==> config.mk <==
export PLATFORM = sky130hd
export DESIGN_NAME = bvtc_ctrl
export DESIGN_NICKNAME = d
export VERILOG_FILES = /design/src/sv/bvtc_pkg.sv /design/src/sv/bvtc_ctrl.sv
export SDC_FILE = /design/constraint.sdc
export NUM_CORES = 1
export LEC_CHECK = 0
export BUFFER_PORTS_ARGS = -buffer_cell sky130_fd_sc_hd__buf_2
export CORE_AREA = 2 2 39 41
export CTS_BUF_LIST = sky130_fd_sc_hd__clkbuf_16
export DETAILED_ROUTE_END_ITERATION = 8
export DIE_AREA = 0 0 41 43
export PLACE_DENSITY = 0.41
export SYNTH_ARGS = -nofsm -noshare
export SYNTH_HDL_FRONTEND = slang
export SYNTH_SLANG_ARGS = --single-unit
export TNS_END_PERCENT = 100
==> constraint.sdc <==
create_clock -name clk -period 3.4 [get_ports clk]
set_clock_uncertainty 0.1 [all_clocks]
set_input_delay 0.51 -clock clk [delete_from_list [all_inputs] [get_ports clk]]
set_output_delay 0.51 -clock clk [all_outputs]
set_load 0.01 [all_outputs]
==> src/sv/bvtc_pkg.sv <==
// ----------------------------------------------------------------------------
// bvtc_pkg
// Shared constants, types and helpers of the block vote-table classifier.
// ----------------------------------------------------------------------------
`default_nettype none

package bvtc_pkg;

    // Default sizes
    localparam int NUM_BLOCKS_DEF  = 84;
    localparam int NUM_CLASSES_DEF = 10;
    localparam int COUNT_WIDTH_DEF = 32;

    // Fixed geometry
    localparam int CODES     = 27;
    localparam int CODE_W    = 5;
    localparam int TOTAL_W   = 40;
    localparam int BLK_W     = 7;
    localparam int LBL_W     = 4;
    localparam int CLASS_W   = 4;
    localparam int TRIT_W    = 2;

    localparam logic [CODE_W-1:0] BG_CODE_RESET = 5'd13;

    // Action codes
    localparam logic ACT_TRAIN    = 1'b0;
    localparam logic ACT_CLASSIFY = 1'b1;

    // Controller -> datapath
    typedef struct packed {
        logic clr_step;
        logic load;
        logic exec;
        logic arg_step;
        logic emit;
    } bvtc_cmd_t;

    // Datapath -> controller
    typedef struct packed {
        logic clear_done;
        logic do_argmax;
        logic arg_done;
        logic out_free;
    } bvtc_sts_t;

    // Trit to offset 0..2; the unused pattern counts as -1
    function automatic logic [1:0] trit_offset(input logic [TRIT_W-1:0] raw);
        logic [1:0] off;
        case (raw)
            2'b00:   off = 2'd1;
            2'b01:   off = 2'd2;
            default: off = 2'd0;
        endcase
        return off;
    endfunction

    // 9*(a+1) + 3*(b+1) + (c+1)
    function automatic logic [CODE_W-1:0] block_code(input logic [TRIT_W-1:0] a,
                                                     input logic [TRIT_W-1:0] b,
                                                     input logic [TRIT_W-1:0] c);
        logic [CODE_W-1:0] oa;
        logic [CODE_W-1:0] ob;
        logic [CODE_W-1:0] oc;
        oa = CODE_W'(trit_offset(a));
        ob = CODE_W'(trit_offset(b));
        oc = CODE_W'(trit_offset(c));
        return CODE_W'(oa * CODE_W'(9) + ob * CODE_W'(3) + oc);
    endfunction

endpackage

`default_nettype wire

==> src/sv/bvtc_ctrl.sv <==
// ----------------------------------------------------------------------------
// bvtc_ctrl
// Sequencer: clearing pass, request intake, update, argmax and result hand-off.
// ----------------------------------------------------------------------------
`default_nettype none

module bvtc_ctrl (
    input  wire logic                 clk,
    input  wire logic                 rst_n,
    input  wire logic                 item_valid,
    output      logic                 item_stall,
    input  wire bvtc_pkg::bvtc_sts_t  sts,
    output      bvtc_pkg::bvtc_cmd_t  cmd
);

    typedef enum logic [2:0] {
        ST_CLEAR,
        ST_IDLE,
        ST_EXEC,
        ST_ARG,
        ST_EMIT
    } state_t;

    state_t state_reg;
    state_t state_next;
    logic   stall_reg;

    always_comb
    begin
        cmd        = '0;
        state_next = state_reg;
        case (state_reg)
            ST_CLEAR:
            begin
                cmd.clr_step = !sts.clear_done;
                if (sts.clear_done)
                    state_next = ST_IDLE;
            end
            ST_IDLE:
            begin
                cmd.load = item_valid;
                if (item_valid)
                    state_next = ST_EXEC;
            end
            ST_EXEC:
            begin
                cmd.exec   = 1'b1;
                state_next = sts.do_argmax ? ST_ARG : ST_IDLE;
            end
            ST_ARG:
            begin
                cmd.arg_step = 1'b1;
                if (sts.arg_done)
                    state_next = ST_EMIT;
            end
            ST_EMIT:
            begin
                cmd.emit = sts.out_free;
                if (sts.out_free)
                    state_next = ST_IDLE;
            end
            default:
            begin
                state_next = ST_IDLE;
            end
        endcase
    end

    always_ff @(posedge clk or negedge rst_n)
    begin
        if (!rst_n)
        begin
            state_reg <= ST_CLEAR;
            stall_reg <= 1'b1;
        end
        else
        begin
            state_reg <= state_next;
            stall_reg <= (state_next != ST_IDLE);
        end
    end

    assign item_stall = stall_reg;

endmodule

`default_nettype wire

==> reports/metrics.yaml, run 1 <==
synth:
  synth_mux_area_share_pct: 0
  synth_xor_xnor_area_share_pct: 0
  synth.net_count: 36
  mappedNetlistArea_sq_um: 254
  synth-simple-area-share_pct: 38.4
  syn_avg_cell_area_sq_um: 8.76
  synth-compound-area-share_pct: 17.2
  syn_inst: 29
  ys_seq_elements: 4
  synth_top_family_by_area: "simple AND/OR/NAND/NOR gates"
  ys_types: 20
  synth_warnings: 0
  seq_area_frac_synth_pct: 39.9
  synth_adder_area_share_pct: 0
die:
  fp.dieArea_sq_mm: 0.00176
  fp.dieW_um: 41
  start_util_pct: 18.4
  dieHeight_um: 43
  num_rows: 14
  ioPinCount: 13
  coreArea_sq_mm: 0.00138
clocking:
  ctsResizeCount: 0
  root_buffer: "clkbuf_16"
  cts_tree: "built"
  path_clk_slew_ns: 0.03
  htreeDepth: 1
  insertion_delay_ns: 0.22
  max-clock-path-buffers: 2
  cts_sinks: 4
  cts_buffers: 3
cells_and_area:
  multi_input_comb_area_sq_um: 141
  largest_register_ffs: 3
  fin_cells: 61
  area_growth_pct: 62.1
  fillers: 152
  fin_util_pct: 29.7
  fin_nets: 53
  design_area_sq_um: 412
  regArea_sq_um: 101
  drive_above_1_share_pct: 40.0
  n_antenna_cell: 0
routing:
  num_vias: 243
  drc: 0
  dr.pass1.iters: 1
  route.detailed.wl_per_inst_um: 9.20
  viasPerCell: 3.98
  ant_nets: 0
  wl_um: 561
  drt_iter0_drc: 0
setup_path:
  cp_max_fo: 9
  arrival_ns: 1.18
  slowest_stage: "dfrtp_1"
  critPathMaxStageDelay_ns: 0.45
  cp-end-kind: "output port"
  critPathLaunch: "state_reg[0]$_DFF_PN0_"
  timing.rr.start: "state_reg[2]$_DFF_PN0_"
  critPathLaunchType: "flip-flop"
  path_class: "reg2out"
  reg2reg_slack_ns: 2.16
  crit_chain: "nor2b_2, and2_1, buf_2"
  critPathRequiredTime_ns: 2.79
min_path:
  hp-class: "in2reg"
  holdCritStartpoint: "sts[0]"
sta:
  timing.final.crit_period_ns: 1.79
  hold_ws_ns: 0.389
  hold_viol_final: 0
  setup_tns_ns: 0
  rsz0062_at_grt: "false"
  fin_crit_sh_pct: 52.6
  setup_slack_ns: 1.61
  relSlewSlack_pct: 80.2
  fmax_mhz: 560
  slew_viol_final: 0
  worst_slew_pin_slew_ns: 0.297
  setup_viol: 0
place:
  io_buffer_count: 12
  dpl_worst_slack_ns: 1.76
  dpl_cell_area_sq_um: 323
  gp_congestion: 0.688
  dpl.cell_count: 56
global_routing:
  grt_use_total_pct: 8.27
  grt_first_pass_wirelength_um: 924
  gr-total-overflow: 0
  grt_pass1_vias: 243
  antenna_found_initial: 0
  grt_start_max_net_pins: 10
flow_run:
  cap_violations: 0
power_and_ir_drop:
  vdd_ir_drop_max_uv: 221
  pwr-share-seq_pct: 25.3
  comb_power_share_pct: 28.9
  power.share.clock_pct: 45.8
  switching_share_pct: 29.5
  p_leak_nw: 0.205
  finalPower_mw: 0.402
  p_sw_mw: 0.119
  p_per_area_mw_per_mm2: 978
  p_int_mw: 0.284
outcome:
  status: "finished, final reports clean"
[final cells by class]
type                    count  share of cell area, %
multi-input cells          24                   34.3
clock buffers               3                   18.2
repair buffers             13                   17.0
flip-flops and latches      4                   24.6
well taps                  16                   4.86
clock inverters             1                  0.912
[repair_timing]
item                                    CTS  global route
hold buffers                              1             0
setup buffers                             0             0
endpoints found under the setup margin    0             0
hold endpoints to repair                  3             0
[worst paths after layout]
path | endpoint | depth (start not counted)
max | cmd[1] | 3
max in group asynchronous | item_stall$_DFF_PN1_ | 2
min reg2reg | state_reg[1]$_DFF_PN0_ | 1
min | state_reg[2]$_DFF_PN0_ | 2
min in group asynchronous | state_reg[2]$_DFF_PN0_ | 2
max reg2reg | item_stall$_DFF_PN1_ | 4
[cells in the mapped netlist, drive strengths merged]
cell type	instances	area share, %
a21o	1	3.0
nor3b	1	3.0
a21oi	2	5.4
and2	2	4.9
or2	1	2.5
and3	1	2.5
dfstp	1	10
o21a	1	3.0
dfrtp	3	30
nand2	4	5.9
and2b	1	3.0
nor2b	3	8.4
nor2	2	3.0
buf	1	4.4
nand3b	1	3.0
nor4	1	2.5
o21ai	3	5.9
[layout by cell type (no fill, tap or decap), drive strengths merged, types with 2 or more instances in the layout]
master  netlist  final
nor2          2      2
dfrtp         3      3
a21oi         2      2
nor2b         3      3
nand2         4      4
and2          2      2
clkbuf        0      3
buf           1     12
o21ai         3      3
[worst max-delay path, delay by kind of cell (launching register included)]
kind / cells / cell delay (ns)
buffers and inverters: 1 / 0.13
DFF: 1 / 0.45
and+or+nand+nor: 2 / 0.37
[metal layers]
metal	GRT usage (%)	vias up	share of wire (%)	wire, um
met5	0	-	0	0
li1	-	130	-	-
met2	10.9	7	48	268
met1	9.45	106	48	268
met4	8.00	0	0	0
met3	3.14	0	4.3	24
[power by group through the flow]
stage / clock network (mW) / registers, mW / logic, mW
after floorplan: 0 / 0.0903 / 0.100
after global placement: 0 / 0.104 / 0.119
after detailed placement: 0 / 0.103 / 0.117
after CTS: 0.188 / 0.103 / 0.119
after global routing: 0.190 / 0.107 / 0.134
final: 0.184 / 0.102 / 0.116
[cell families after synthesis]
logic type,after synthesis
AO/OA/AOI/OAI,7
buffers and inverters,1
flip-flops,4
AND/OR/NAND/NOR,17
Note: power is estimated with default switching activity, not from simulation.
==> run 2, diff against run 1 <==
--- a/config.mk
+++ b/config.mk
@@ -5,12 +5,13 @@
 export SDC_FILE = /design/constraint.sdc
 export NUM_CORES = 1
 export LEC_CHECK = 0
+export ABC_AREA = 1
 export BUFFER_PORTS_ARGS = -buffer_cell sky130_fd_sc_hd__buf_2
 export CORE_AREA = 2 2 39 41
 export CTS_BUF_LIST = sky130_fd_sc_hd__clkbuf_16
 export DETAILED_ROUTE_END_ITERATION = 8
 export DIE_AREA = 0 0 41 43
-export PLACE_DENSITY = 0.41
+export PLACE_DENSITY = 0.42
 export SYNTH_ARGS = -nofsm -noshare
 export SYNTH_HDL_FRONTEND = slang
 export SYNTH_SLANG_ARGS = --single-unit
==> constraint.sdc (replaced) <==
create_clock -name clk -period 1.7 [get_ports clk]
set_clock_uncertainty 0.1 [all_clocks]
set_input_delay 0.255 -clock clk [delete_from_list [all_inputs] [get_ports clk]]
set_output_delay 0.255 -clock clk [all_outputs]
set_load 0.01 [all_outputs]
==> run 2 against run 1 <==
Compared with the run above:
- synthesized cell count is 28% higher
- final area is 5.5% higher
- global-route usage is 1.3 points higher
- clock power is 100% higher
- setup slack worse by 1.4 ns
- wire length is 13% higher
- die area stayed put
- hold slack worse by 0.22 ns
- synthesized area is 4.4% higher
- critical path depth is 1 higher
- clock-buffer cell count stayed put
- first-iteration DRC count is 4 higher
==> reports/metrics.yaml, run 2 <==
synth:
  synth.net_count: 44
  yosysMostFrequentCell: "nand2_1"
  ys.flop_type: "dfrtp_1"
  synth_top_area_cell: "dfrtp_1"
  yosys-top-cells-area: "dfrtp_1 28%, dfstp_2 9.9%, nand2_1 9.9%, inv_1 8.5%, nor3_1 7.5%"
  syn_avg_cell_area_sq_um: 7.17
  syn_inst: 37
  synth_warnings: 0
  mappedNetlistArea_sq_um: 265
  synth_top_area_share_pct: 28.3
  synth_common_cells: "7 x nand2_1, 6 x inv_1, 4 x nor2_1, 4 x nor3_1"
  ys_seq_elements: 4
  seq_area_frac_synth_pct: 38.2
  ys_types: 14
  synthArstFlopShare_pct: 100
  synth_edf_count: 0
setup_path:
  cp_max_fo: 7
  r2r_cells: 6
  endpoint: "cmd[3]"
  critPathLaunch: "state_reg[2]$_DFF_PN0_"
  r2r_end: "state_reg[0]$_DFF_PN0_"
  critPathRequiredTime_ns: 1.34
  path_class: "reg2out"
  cp-end-kind: "output port"
  arrival_ns: 1.18
  timing.rr.start: "state_reg[2]$_DFF_PN0_"
  reg2reg_slack_ns: 0.53
  critPathLaunchType: "flip-flop"
flow_run:
  cap_violations: 0
routing:
  drc: 0
  drt_iter0_drc: 4
  route.detailed.wl_per_inst_um: 9.09
  num_vias: 290
  wl_um: 636
  viasPerCell: 4.14
  dr.pass1.iters: 4
  ant_nets: 0
sta:
  setup_tns_ns: 0
  fin_crit_sh_pct: 90.1
  worst_slew_pin_slew_ns: 0.242
  hold_ws_ns: 0.169
  relSlewSlack_pct: 83.9
  hold_viol_final: 0
  slew_viol_final: 0
  setup_viol: 0
  timing.final.crit_period_ns: 1.53
  rsz0062_at_grt: "false"
  fmax_mhz: 653
cells_and_area:
  design_area_sq_um: 434
  fin_util_pct: 31.4
  area_growth_pct: 63.7
  largest_register_ffs: 3
  regArea_sq_um: 101
  multi_input_comb_area_sq_um: 138
  drive_above_1_share_pct: 44.4
  n_antenna_cell: 0
  layout_commonest_cell: "buf_2"
  fin_nets: 62
  final_cell_mix: "12 x buf_2, 7 x inv_1, 7 x nand2_1"
  fillers: 164
global_routing:
  grt_start_max_net_pins: 8
  antenna_found_initial: 0
  grt_use_total_pct: 9.58
  grt_pass1_vias: 263
  gr-total-overflow: 0
  grt_first_pass_wirelength_um: 972
clocking:
  holdBufCountCts: 1
  insertion_delay_ns: 0.23
  path_clk_slew_ns: 0.03
  cts_sinks: 4
  post-cts-setup-buffers: 0
  max-clock-path-buffers: 2
  htreeDepth: 1
  root_buffer: "clkbuf_16"
  cts_buffers: 3
  ctsResizeCount: 0
  cts_tree: "built"
place:
  gp_congestion: 0.674
  dpl_cell_area_sq_um: 345
  hpwlAfterDp_um: 510
  io_buffer_count: 12
die:
  ioPinCount: 13
  start_util_pct: 19.2
  coreArea_sq_mm: 0.00138
  dieHeight_um: 43
  num_rows: 14
  fp.dieArea_sq_mm: 0.00176
  fp.dieW_um: 41
power_and_ir_drop:
  finalPower_mw: 0.897
  p_per_area_mw_per_mm2: 2070
  vdd_ir_drop_max_uv: 578
  p_leak_nw: 0.253
min_path:
  hp-class: "in2reg"
outcome:
  status: "finished, final reports clean"
==> run 2: metal layers <==
layer	global-route usage, %	wire, um	vias up
met1	8.47	256	120
met2	13.1	288	15
met3	3.14	42	4
met4	14.0	48	0
met5	0	0	-
li1	-	-	151
==> run 2: cells by family after synthesis <==
family / after synthesis / synth area share, %
simple gates: 25 / 49.1
buf+inv: 7 / 9.90
flops: 4 / 38.2
compound gates: 1 / 2.83
==> run 2: critical path: stages, from the launching register on <==
cell	delay, ns
dfrtp_1	0.45
inv_2	0.12
nand2_2	0.07
nor3_2	0.15
buf_2	0.17
==> run 2: worst min path at each step <==
stage / start / cells after the start / end
6_report: sts[1] / 2 / state_reg[2]$_DFF_PN0_
5_1_grt: sts[1] / 2 / state_reg[2]$_DFF_PN0_
4_1_cts: sts[1] / 2 / state_reg[2]$_DFF_PN0_
3_5_place_dp: rst_n / 1 / state_reg[0]$_DFF_PN0_
3_3_place_gp: rst_n / 1 / state_reg[1]$_DFF_PN0_
2_1_floorplan: rst_n / 0 / state_reg[0]$_DFF_PN0_
==> run 2: metrics by stage <==
stage                     setup WS, ns  cells
final                            0.168     70
after global routing            0.0861     70
after CTS                        0.150     70
after detailed placement         0.398     65
after global placement           0.362     65
after floorplan                  0.490     37
==> run 2: power breakdown <==
group / total (mW) / switching, mW / leakage (nW) / internal (mW)
combinational: 0.332 / 0.204 / 0.162 / 0.127
sequential: 0.193 / 0.0455 / 0.0480 / 0.147
clock: 0.372 / 0.0687 / 0.0423 / 0.304
==> run 2: final cells by class <==
class | count | share of cell area, %
clock inverters | 1 | 0.865
flip-flops and latches | 4 | 23.3
clock buffers | 3 | 17.3
inverters | 7 | 6.05
well taps | 16 | 4.61
multi-input cells | 26 | 31.7
repair buffers | 13 | 16.1
==> run 3, diff against run 2 <==
--- a/config.mk
+++ b/config.mk
@@ -8,7 +8,7 @@
 export ABC_AREA = 1
 export BUFFER_PORTS_ARGS = -buffer_cell sky130_fd_sc_hd__buf_2
 export CORE_AREA = 2 2 39 41
-export CTS_BUF_LIST = sky130_fd_sc_hd__clkbuf_16
+export CTS_BUF_LIST = sky130_fd_sc_hd__clkbuf_4
 export DETAILED_ROUTE_END_ITERATION = 8
 export DIE_AREA = 0 0 41 43
 export PLACE_DENSITY = 0.42
==> run 3 against run 2 <==
Compared with the run above:
- sequential power is essentially flat
- clock power shrank 61%
- global-route usage shrank 0.71 points
- utilization shrank 3.5 points
- power shrank 25%
- first-iteration DRC count is the same
- sequential share of layout area grew 3.0 points
- clock-buffer cell count grew 1
- final cell count is the same
- critical endpoint unchanged
==> reports/metrics.yaml, run 3 (synthesis results as in run 2) <==
clocking:
  cts_sinks: 4
  root_buffer: "clkbuf_4"
  path_clk_slew_ns: 0.04
  cts_buffers: 3
  max-clock-path-buffers: 2
  post-cts-setup-buffers: 0
  insertion_delay_ns: 0.23
  htreeDepth: 1
  ctsResizeCount: 0
  cts_tree: "built"
cells_and_area:
  fin_util_pct: 27.8
  fillers: 167
  fin_cells: 70
  area_growth_pct: 45.3
  design_area_sq_um: 385
  layout_commonest_cell: "buf_2"
  final_cell_mix: "12 x buf_2, 7 x nand2_1, 6 x inv_1"
  fin_nets: 62
  drive_above_1_share_pct: 46.3
  largest_register_ffs: 3
  n_antenna_cell: 0
place:
  dpl_cell_area_sq_um: 345
  hpwlAfterDp_um: 510
  io_buffer_count: 12
  gp_congestion: 0.674
  dpl.cell_count: 65
sta:
  setup_viol: 0
  rsz0062_at_grt: "false"
  worst_slew_pin_slew_ns: 0.243
  relSlewSlack_pct: 83.8
  fmax_mhz: 646
  timing.final.crit_period_ns: 1.55
  hold_viol_final: 0
  setup_tns_ns: 0
  fin_crit_sh_pct: 91.0
  slew_viol_final: 0
setup_path:
  cp_max_fo: 7
  path_class: "reg2out"
  critPathLaunchType: "flip-flop"
  cp-end-kind: "output port"
  timing.rr.start: "state_reg[2]$_DFF_PN0_"
  arrival_ns: 1.19
  r2r_cells: 6
  reg2reg_slack_ns: 0.52
  r2r_end: "state_reg[0]$_DFF_PN0_"
  critPathRequiredTime_ns: 1.34
outcome:
  status: "finished, final reports clean"
min_path:
  hp-class: "in2reg"
  hold_depth: 2
  holdPathEnd: "state_reg[2]$_DFF_PN0_"
  holdCritStartpoint: "sts[1]"
routing:
  num_vias: 289
  route.detailed.wl_per_inst_um: 8.61
  ant_nets: 0
  dr.pass1.iters: 4
  wl_um: 603
  drt_iter0_drc: 4
  drc: 0
  viasPerCell: 4.13
power_and_ir_drop:
  p_leak_nw: 0.229
  p_per_area_mw_per_mm2: 1740
  vdd_ir_drop_max_uv: 400
die:
  num_rows: 14
  fp.dieW_um: 41
  coreArea_sq_mm: 0.00138
  dieHeight_um: 43
  start_util_pct: 19.2
  fp.dieArea_sq_mm: 0.00176
  ioPinCount: 13
global_routing:
  grt_use_total_pct: 8.87
  grt_pass1_vias: 262
  antenna_found_initial: 0
  grt_first_pass_wirelength_um: 959
  grt_start_max_net_pins: 8
  gr-total-overflow: 0
flow_run:
  cap_violations: 0
-- run 3: changes by cell type in the layout (fill, tap and decap cells not counted), sizes merged --
cell,change
inv,-1
clkbuf,+1
-- run 3: worst max-delay path, stage by stage (launching register included) --
cell and delay [ns]:
dfrtp_1 0.45, inv_2 0.12, nand2_2 0.07, nor3_2 0.15, buf_2 0.17
-- run 3: what timing repair did --
item | 4_1_cts | 5_1_grt
hold endpoints to repair | 4 | 0
hold buffers | 1 | 0
setup endpoints to repair | 0 | 0
-- run 3: cell type report --
type	instances	area (sq um)	area share, %
flip-flops and latches	4	101	26.3
inverters	7	26.3	6.82
clock buffers	4	30.0	7.79
well taps	16	20.0	5.19
repair buffers	13	70.1	18.2
multi-input cells	26	138	35.7
-- run 3: how the worst max path moves through the flow --
stage,from,to,cells after the start
3_3_place_gp,state_reg[2]$_DFF_PN0_,cmd[3],4
6_report,state_reg[2]$_DFF_PN0_,cmd[3],4
2_1_floorplan,state_reg[1]$_DFF_PN0_,cmd[4],3
4_1_cts,state_reg[2]$_DFF_PN0_,cmd[3],4
3_5_place_dp,state_reg[2]$_DFF_PN0_,cmd[3],4
5_1_grt,state_reg[2]$_DFF_PN0_,cmd[3],4
-- run 3: report_power, final --
group | internal (mW) | leakage, nW | switching, mW
Combinational | 0.127 | 0.162 | 0.205
Sequential | 0.147 | 0.0480 | 0.0454
Clock | 0.104 | 0.0184 | 0.0412
Total | 0.378 | 0.229 | 0.291
-- run 3: through the flow --
stage                     hold WS, ns  setup WS (ns)  total power [mW]
final                           0.159          0.152             0.670
after CTS                       0.151          0.129             0.687
after global placement        -0.0367          0.362             0.538
after floorplan                -0.141          0.490             0.433
after detailed placement      -0.0370          0.398             0.532
after global routing            0.170         0.0592             0.737
-- run 3: metal layers --
layer | wire length (um) | global-route usage (%) | vias to the layer above
met4 | 5 | 10.0 | 0
met3 | 43 | 3.14 | 2
li1 | - | - | 151
met1 | 246 | 8.47 | 124
met2 | 308 | 12.8 | 12
met5 | 0 | 0 | -
